**src/rtl/core/rdq_pkg.sv**
```systemverilog
// Shared definitions for the ring deque: sizes, request codes and status codes.
// Used by ring_deque_push_both_pop_front_top; depends on nothing.
`timescale 1ns / 1ps

package rdq_pkg;

    localparam int DEPTH       = 16;
    localparam int ENTRY_WIDTH = 32;
    localparam int PTR_W       = $clog2(DEPTH);
    localparam int CNT_W       = $clog2(DEPTH + 1);

    typedef logic [PTR_W-1:0]       ptr_t;
    typedef logic [CNT_W-1:0]       cnt_t;
    typedef logic [ENTRY_WIDTH-1:0] word_t;

    typedef enum logic [1:0] {
        MODE_PUSH_REAR  = 2'd0,
        MODE_PUSH_FRONT = 2'd1,
        MODE_POP_FRONT  = 2'd2
    } mode_t;

    typedef enum logic [1:0] {
        ST_DONE  = 2'd0,
        ST_FULL  = 2'd1,
        ST_EMPTY = 2'd2
    } status_t;

endpackage

```
**src/rtl/core/ring_deque_push_both_pop_front_top.sv**
```systemverilog
// Ring deque top level: request decode, head/tail pointers, occupancy and result register.
// Depends on rdq_pkg and rdq_ram.
`timescale 1ns / 1ps
//
// Circular deque of 32-bit words. Each request word on the req channel
// (mode, entry_value) is push at rear, push at front or pop from front, and
// gives exactly one result word on the rsp channel (status, popped_value,
// entries_held). A word moves when valid is high and stall is low.
// The user must write capacity_in_use through cfg_write_en / cfg_write_data
// only while the block is idle; the block itself does not enforce this. 0 acts
// as 1 and values above 16 act as 16. A push or refused request shows its
// result in the cycle after it is taken; a successful pop shows it once
// rd_pend_reg and then rsp_valid_reg are set, the front word coming from the
// word RAM's registered read port. Pushes are taken one per cycle; a result
// waiting under rsp_stall is held and no request is taken then, nor while a
// pop's read is pending. Reset empties the deque, returns both pointers to
// slot 0 and sets the capacity to 16; the RAM contents are not cleared.

module ring_deque_push_both_pop_front_top (
    input  logic                      clk,
    input  logic                      rst_n,
    input  logic                      cfg_write_en,
    input  logic [4:0]                cfg_write_data,
    input  logic                      req_valid,
    output logic                      req_stall,
    input  logic [1:0]                mode,
    input  logic [31:0]               entry_value,
    output logic                      rsp_valid,
    input  logic                      rsp_stall,
    output logic [1:0]                status,
    output logic [31:0]               popped_value,
    output logic [4:0]                entries_held
);

    logic [4:0]     cap_cfg_reg;
    rdq_pkg::ptr_t  head_reg, head_next;
    rdq_pkg::ptr_t  tail_reg, tail_next;
    rdq_pkg::cnt_t  count_reg, count_next;
    logic           rd_pend_reg;
    logic           rsp_valid_reg, rsp_valid_next;
    logic           pop_ok_reg;
    rdq_pkg::status_t status_reg, status_next;
    rdq_pkg::cnt_t  held_reg;

    rdq_pkg::cnt_t  cap_eff;
    logic           accept;
    logic           take;
    logic           wr_en;
    rdq_pkg::ptr_t  wr_addr;
    logic           rd_en;
    rdq_pkg::word_t rd_data;
    rdq_pkg::cnt_t  tail_inc;
    rdq_pkg::cnt_t  head_inc;
    rdq_pkg::ptr_t  tail_step;
    rdq_pkg::ptr_t  head_step;
    rdq_pkg::ptr_t  head_back;

    assign req_stall = rd_pend_reg || (rsp_valid_reg && rsp_stall);
    assign accept    = req_valid && !req_stall;
    assign take      = rsp_valid_reg && !rsp_stall;

    always_comb
    begin
        if (cap_cfg_reg == '0)
        begin
            cap_eff = rdq_pkg::CNT_W'(1);
        end
        else if (cap_cfg_reg > rdq_pkg::CNT_W'(rdq_pkg::DEPTH))
        begin
            cap_eff = rdq_pkg::CNT_W'(rdq_pkg::DEPTH);
        end
        else
        begin
            cap_eff = cap_cfg_reg;
        end
    end

    assign tail_inc  = rdq_pkg::CNT_W'(tail_reg) + rdq_pkg::CNT_W'(1);
    assign head_inc  = rdq_pkg::CNT_W'(head_reg) + rdq_pkg::CNT_W'(1);
    assign tail_step = (tail_inc >= cap_eff) ? '0 : tail_inc[rdq_pkg::PTR_W-1:0];
    assign head_step = (head_inc >= cap_eff) ? '0 : head_inc[rdq_pkg::PTR_W-1:0];
    assign head_back = (head_reg == '0)
                     ? rdq_pkg::PTR_W'(cap_eff - rdq_pkg::CNT_W'(1))
                     : head_reg - rdq_pkg::PTR_W'(1);

    always_comb
    begin
        head_next   = head_reg;
        tail_next   = tail_reg;
        count_next  = count_reg;
        status_next = rdq_pkg::ST_DONE;
        wr_en       = 1'b0;
        wr_addr     = '0;
        rd_en       = 1'b0;
        unique case (mode)
            rdq_pkg::MODE_PUSH_REAR, rdq_pkg::MODE_PUSH_FRONT:
            begin
                if (count_reg >= cap_eff)
                begin
                    status_next = rdq_pkg::ST_FULL;
                end
                else if (count_reg == '0)
                begin
                    head_next  = '0;
                    tail_next  = '0;
                    count_next = rdq_pkg::CNT_W'(1);
                    wr_en      = accept;
                end
                else if (mode == rdq_pkg::MODE_PUSH_REAR)
                begin
                    tail_next  = tail_step;
                    wr_addr    = tail_step;
                    count_next = count_reg + rdq_pkg::CNT_W'(1);
                    wr_en      = accept;
                end
                else
                begin
                    head_next  = head_back;
                    wr_addr    = head_back;
                    count_next = count_reg + rdq_pkg::CNT_W'(1);
                    wr_en      = accept;
                end
            end
            rdq_pkg::MODE_POP_FRONT:
            begin
                if (count_reg == '0)
                begin
                    status_next = rdq_pkg::ST_EMPTY;
                end
                else
                begin
                    rd_en      = accept;
                    count_next = count_reg - rdq_pkg::CNT_W'(1);
                    if (count_reg == rdq_pkg::CNT_W'(1))
                    begin
                        head_next = '0;
                        tail_next = '0;
                    end
                    else
                    begin
                        head_next = head_step;
                    end
                end
            end
            default:
            begin
                status_next = rdq_pkg::ST_DONE;
            end
        endcase
    end

    always_comb
    begin
        priority if (rd_pend_reg)
        begin
            rsp_valid_next = 1'b1;
        end
        else if (accept)
        begin
            rsp_valid_next = !rd_en;
        end
        else if (take)
        begin
            rsp_valid_next = 1'b0;
        end
        else
        begin
            rsp_valid_next = rsp_valid_reg;
        end
    end

    always_ff @(posedge clk or negedge rst_n)
    begin
        if (!rst_n)
        begin
            cap_cfg_reg   <= 5'd16;
            head_reg      <= '0;
            tail_reg      <= '0;
            count_reg     <= '0;
            rd_pend_reg   <= 1'b0;
            rsp_valid_reg <= 1'b0;
        end
        else
        begin
            if (cfg_write_en)
            begin
                cap_cfg_reg <= cfg_write_data;
            end
            if (accept)
            begin
                head_reg  <= head_next;
                tail_reg  <= tail_next;
                count_reg <= count_next;
            end
            rd_pend_reg   <= accept && rd_en;
            rsp_valid_reg <= rsp_valid_next;
        end
    end

    always_ff @(posedge clk)
    begin
        if (accept)
        begin
            status_reg <= status_next;
            held_reg   <= count_next;
            pop_ok_reg <= rd_en;
        end
    end

    rdq_ram #(
        .WIDTH (rdq_pkg::ENTRY_WIDTH),
        .DEPTH (rdq_pkg::DEPTH)
    ) u_word_ram (
        .clk     (clk),
        .wr_en   (wr_en),
        .wr_addr (wr_addr),
        .wr_data (entry_value),
        .rd_en   (rd_en),
        .rd_addr (head_reg),
        .rd_data (rd_data)
    );

    assign rsp_valid    = rsp_valid_reg;
    assign status       = status_reg;
    assign entries_held = held_reg;
    assign popped_value = pop_ok_reg ? rd_data : '0;

endmodule

```
**src/rtl/core/rdq_ram.sv**
```systemverilog
// Generic single-port-write, single-port-read RAM with registered read data.
// Depends on nothing; holds the deque words for the top level.
`timescale 1ns / 1ps

module rdq_ram #(
    parameter int WIDTH = 32,
    parameter int DEPTH = 16
) (
    input  logic                     clk,
    input  logic                     wr_en,
    input  logic [$clog2(DEPTH)-1:0] wr_addr,
    input  logic [WIDTH-1:0]         wr_data,
    input  logic                     rd_en,
    input  logic [$clog2(DEPTH)-1:0] rd_addr,
    output logic [WIDTH-1:0]         rd_data
);

    logic [WIDTH-1:0] mem_reg [DEPTH];
    logic [WIDTH-1:0] rd_data_reg;

    always_ff @(posedge clk)
    begin
        if (wr_en)
        begin
            mem_reg[wr_addr] <= wr_data;
        end
        if (rd_en)
        begin
            rd_data_reg <= mem_reg[rd_addr];
        end
    end

    assign rd_data = rd_data_reg;

endmodule
```
**config.mk**
```make
export PLATFORM = sky130hd
export DESIGN_NAME = ring_deque_push_both_pop_front_top
export DESIGN_NICKNAME = d
export VERILOG_FILES = /design/src/rtl/core/rdq_pkg.sv /design/src/rtl/core/ring_deque_push_both_pop_front_top.sv /design/src/rtl/core/rdq_ram.sv
export SDC_FILE = /design/constraint.sdc
export NUM_CORES = 1
export LEC_CHECK = 0
export BUFFER_PORTS_ARGS = -buffer_cell sky130_fd_sc_hd__buf_2
export CORE_UTILIZATION = 27
export CTS_CLUSTER_DIAMETER = 150
export CTS_CLUSTER_SIZE = 8
export DETAILED_ROUTE_END_ITERATION = 10
export PLACE_DENSITY_LB_ADDON = 0.3
export SYNTH_ARGS = -nofsm -noshare
export SYNTH_HDL_FRONTEND = slang
export SYNTH_SLANG_ARGS = --single-unit
```
**constraint.sdc**
```tcl
create_clock -name clk -period 9.1 [get_ports clk]
set_clock_uncertainty 0.15 [all_clocks]
set_input_delay 2.275 -clock clk [delete_from_list [all_inputs] [get_ports clk]]
set_output_delay 2.275 -clock clk [all_outputs]
set_load 0.01 [all_outputs]
```
==> metrics.md <==
| Metric | Value |
|---|---|
| Outcome | `completed` |
| Synth Area in Simple Gates | `4.09%` |
| Pre-Repair DR Iteration Count | `5` |
| Final ANT Viol Nets | `0` |
| Initial drt markers | `780` |
| Sink Count | `572` |
| Worst R2R Path Depth | `10` |
| CP Data Arrival Time | `2.79 ns` |
| Vias | `11916` |
| PwrDens | `287 mW/mm^2` |
| Cells after Synth | `1290` |
| Commonest non-fill, non-tap cell in the layout | `edfxtp_1` |
| Mapped Area | `0.0230 sq mm` |
| Placer Congestion | `0.754` |
| Final Hold Viols | `0` |
| Flops & latches, synth | `572` |
| Post-synthesis compound-gate area fraction | `6.31%` |
| CP Capture Type | `output pin` |
| XOR/XNOR Fraction of Synth Area | `0.305%` |
| Non-Filler Instances | `2563` |
| Met1 Use GR | `16.5%` |
| Max reg flops | `512` |
| Num ports | `85` |
| Layout area overhead | `17.8%` |
| Post-synth net total | `1355` |
| Synth cell types | `66` |
| Hold worst-path end | `rsp_valid` |
| Setup-violating endpoint count in the final report | `0` |
| Pins over their slew limit | `0` |
| Max-cap violations | `0` |
| Tcrit/Tclk final | `57.3%` |
| Later-pin clock latency in the skew report | `0.61 ns` |
| YS warnings | `0` |
| TritonCTS clock tree | `built` |
| Post-CTS Hold Buffers | `0` |
| DRC | `0` |
| Vias/cell | `4.65` |
| H-Tree Depth | `3` |
| Gr busiest metal | `met2` |
| Fmax | `192 MHz` |
| I/O Buffers | `84` |
| Setup CP Type | `input port to output pin` |
| Vias in the first global route | `12439` |
| Wire length of the first global-routing pass | `78.8 mm` |
| Worst Hold Class | `register to register` |
| Leakage | `9.08 nW` |
| Grt total ovfl | `0` |
| Min-Delay Startpoint | `rd_pend_reg` |
| Met3 Use GR | `2.60%` |
| CTS Buffer Depth | `3` |
| CTS buffer count | `81` |
| Post-layout min period | `5.22 ns` |
| Met2 GRT Util | `19.3%` |
| Sequential fraction of the synthesis area | `74.2%` |
| Reg2reg start | `head_reg[1]` |
| DR WL/cell | `20.1 um` |
| Worst-path fanout max | `3` |
| Core ar. | `0.0840 sq mm` |
| Final HPWL DP | `29.4 mm` |
| Final #Nets | `1479` |
| Slew margin rel. | `24.3%` |
| RSZ-0062 raised after global routing | `no` |
| FFs w/ async S/R, synth | `3.50%` |
| Combinational family with the most area after synthesis | `multiplexers` |
| Largest net degree at the start of global routing | `116` |
| Avg Inst Size Synth | `17.8 sq um` |
| Initial antenna violation count | `0` |
| Setup tns final | `0 ns` |
| Worst-path clk slew | `0.05 ns` |
| Reg2reg setup slack | `4.18 ns` |
| Commonest cells after routing, fill and taps aside | `edfxtp_1 (552), mux2i_1 (103), buf_2 (84)` |
| Diodes inserted | `0` |
| Post-synth EDFFs | `552` |
| Worst-Margin Slew | `1.13 ns` |
| R2R Path End | `u_word_ram.mem_reg[13][28]` |
| WL final | `51.5 mm` |
| Main flop type after synthesis | `edfxtp_1` |
| Post-CTS setup buffer count | `0` |
| CP Launch Type | `input port` |
| CTS root buffer | `clkbuf_16` |
| Starting Density | `27.4%` |
| Die Area | `0.0864 sq mm` |
| Fraction of layout cells with a size suffix above 1 | `23.0%` |
| Inst Count DP | `2465` |
| Post-synthesis mux area share | `12.4%` |
| Required @ worst endpoint | `6.68 ns` |
| Area share of fa/ha/maj cells after synthesis | `1.23%` |
| Peak supply drop | `0.260 mV` |
| Cell row count | `106` |
| Die X | `294 um` |
| Hold depth | `2` |
| Post_cts resized | `0` |
| Total Routing Usage GR | `12.1%` |
| Die Y | `294 um` |
==> layout make-up <==
cell class / count / area (sq um)
fillers: 8016 / 56800
flip-flops and latches: 572 / 17100
multi-input cells: 637 / 5740
clock buffers: 93 / 2090
well taps: 1134 / 1420
repair buffers: 106 / 598
clock inverters: 5 / 113
inverters: 16 / 60.1
==> layer usage <==
layer	vias up	share of wire (%)
met1	6173	46
li1	5422	-
met5	-	0
met3	82	4.2
met4	0	2.2
met2	239	48
==> power by group <==
group / total (mW) / internal, mW / switching (mW)
registers: 3.16 / 3.04 / 0.119
clock network: 2.67 / 1.63 / 1.04
logic: 1.95 / 0.819 / 1.13
total: 7.78 / 5.49 / 2.29
==> how the worst max path moves through the flow <==
stage	startpoint	endpoint	slack, ns	depth (start not counted)
global placement	mode[1]	u_word_ram.mem_reg[14][15]	3.54	6
global route	rsp_stall	req_stall	3.79	4
floorplan	mode[0]	u_word_ram.mem_reg[9][0]	1.98	5
CTS	rsp_stall	req_stall	3.88	4
finish	rsp_stall	req_stall	3.88	4
detailed placement	mode[1]	u_word_ram.mem_reg[13][15]	3.44	6
==> through the flow <==
step	power, mW	util, %	instance area (sq um)	hold WS (ns)	worst slack, ns
3_5_place_dp	5.21	29.7	24900	0.305	3.44
3_3_place_gp	5.19	29.7	24900	0.301	3.54
5_1_grt	8.19	32.3	27100	0.377	3.79
4_1_cts	7.92	32.3	27100	0.324	3.88
2_1_floorplan	4.61	-	23000	0.280	1.98
6_report	7.78	32.3	27100	0.317	3.88
==> cell families after synthesis <==
logic type                 Yosys count
buffers and inverters               81
and+or+nand+nor                    184
DFF                                572
adders and majority gates           23
xor gates and xnor gates             8
AOI/OAI and AO/OA                  221
muxes                              201
==> critical path, stage by stage <==
cell,delay [ns]
buf_2,0.09
a21oi_1,0.22
inv_1,0.07
buf_2,0.14
==> synthesized netlist by cell type, types with 4 or more instances <==
cell	instances	area (sq um)
a21oi_1	43	215
a221oi_1	33	289
a22o_1	4	35.0
a22oi_1	32	240
and2_1	34	213
and3_1	5	31.3
buf_1	4	15.0
buf_2	21	105
clkbuf_1	40	150
dfrtp_1	19	475
edfxtp_1	552	16600
ha_1	21	263
inv_1	15	56.3
mux2_2	34	383
mux2i_1	103	1030
mux4_2	64	1440
nand2_1	65	244
nand2b_1	5	31.3
nand3_1	7	35.0
nor2_1	31	116
nor2b_1	8	50.1
nor3_1	6	30.0
nor4_1	4	25.0
o21ai_0	69	345
o31ai_1	4	30.0
or3_1	4	25.0
xnor2_1	4	35.0
xor2_1	4	35.0
Power figures use the tool's default switching activity.
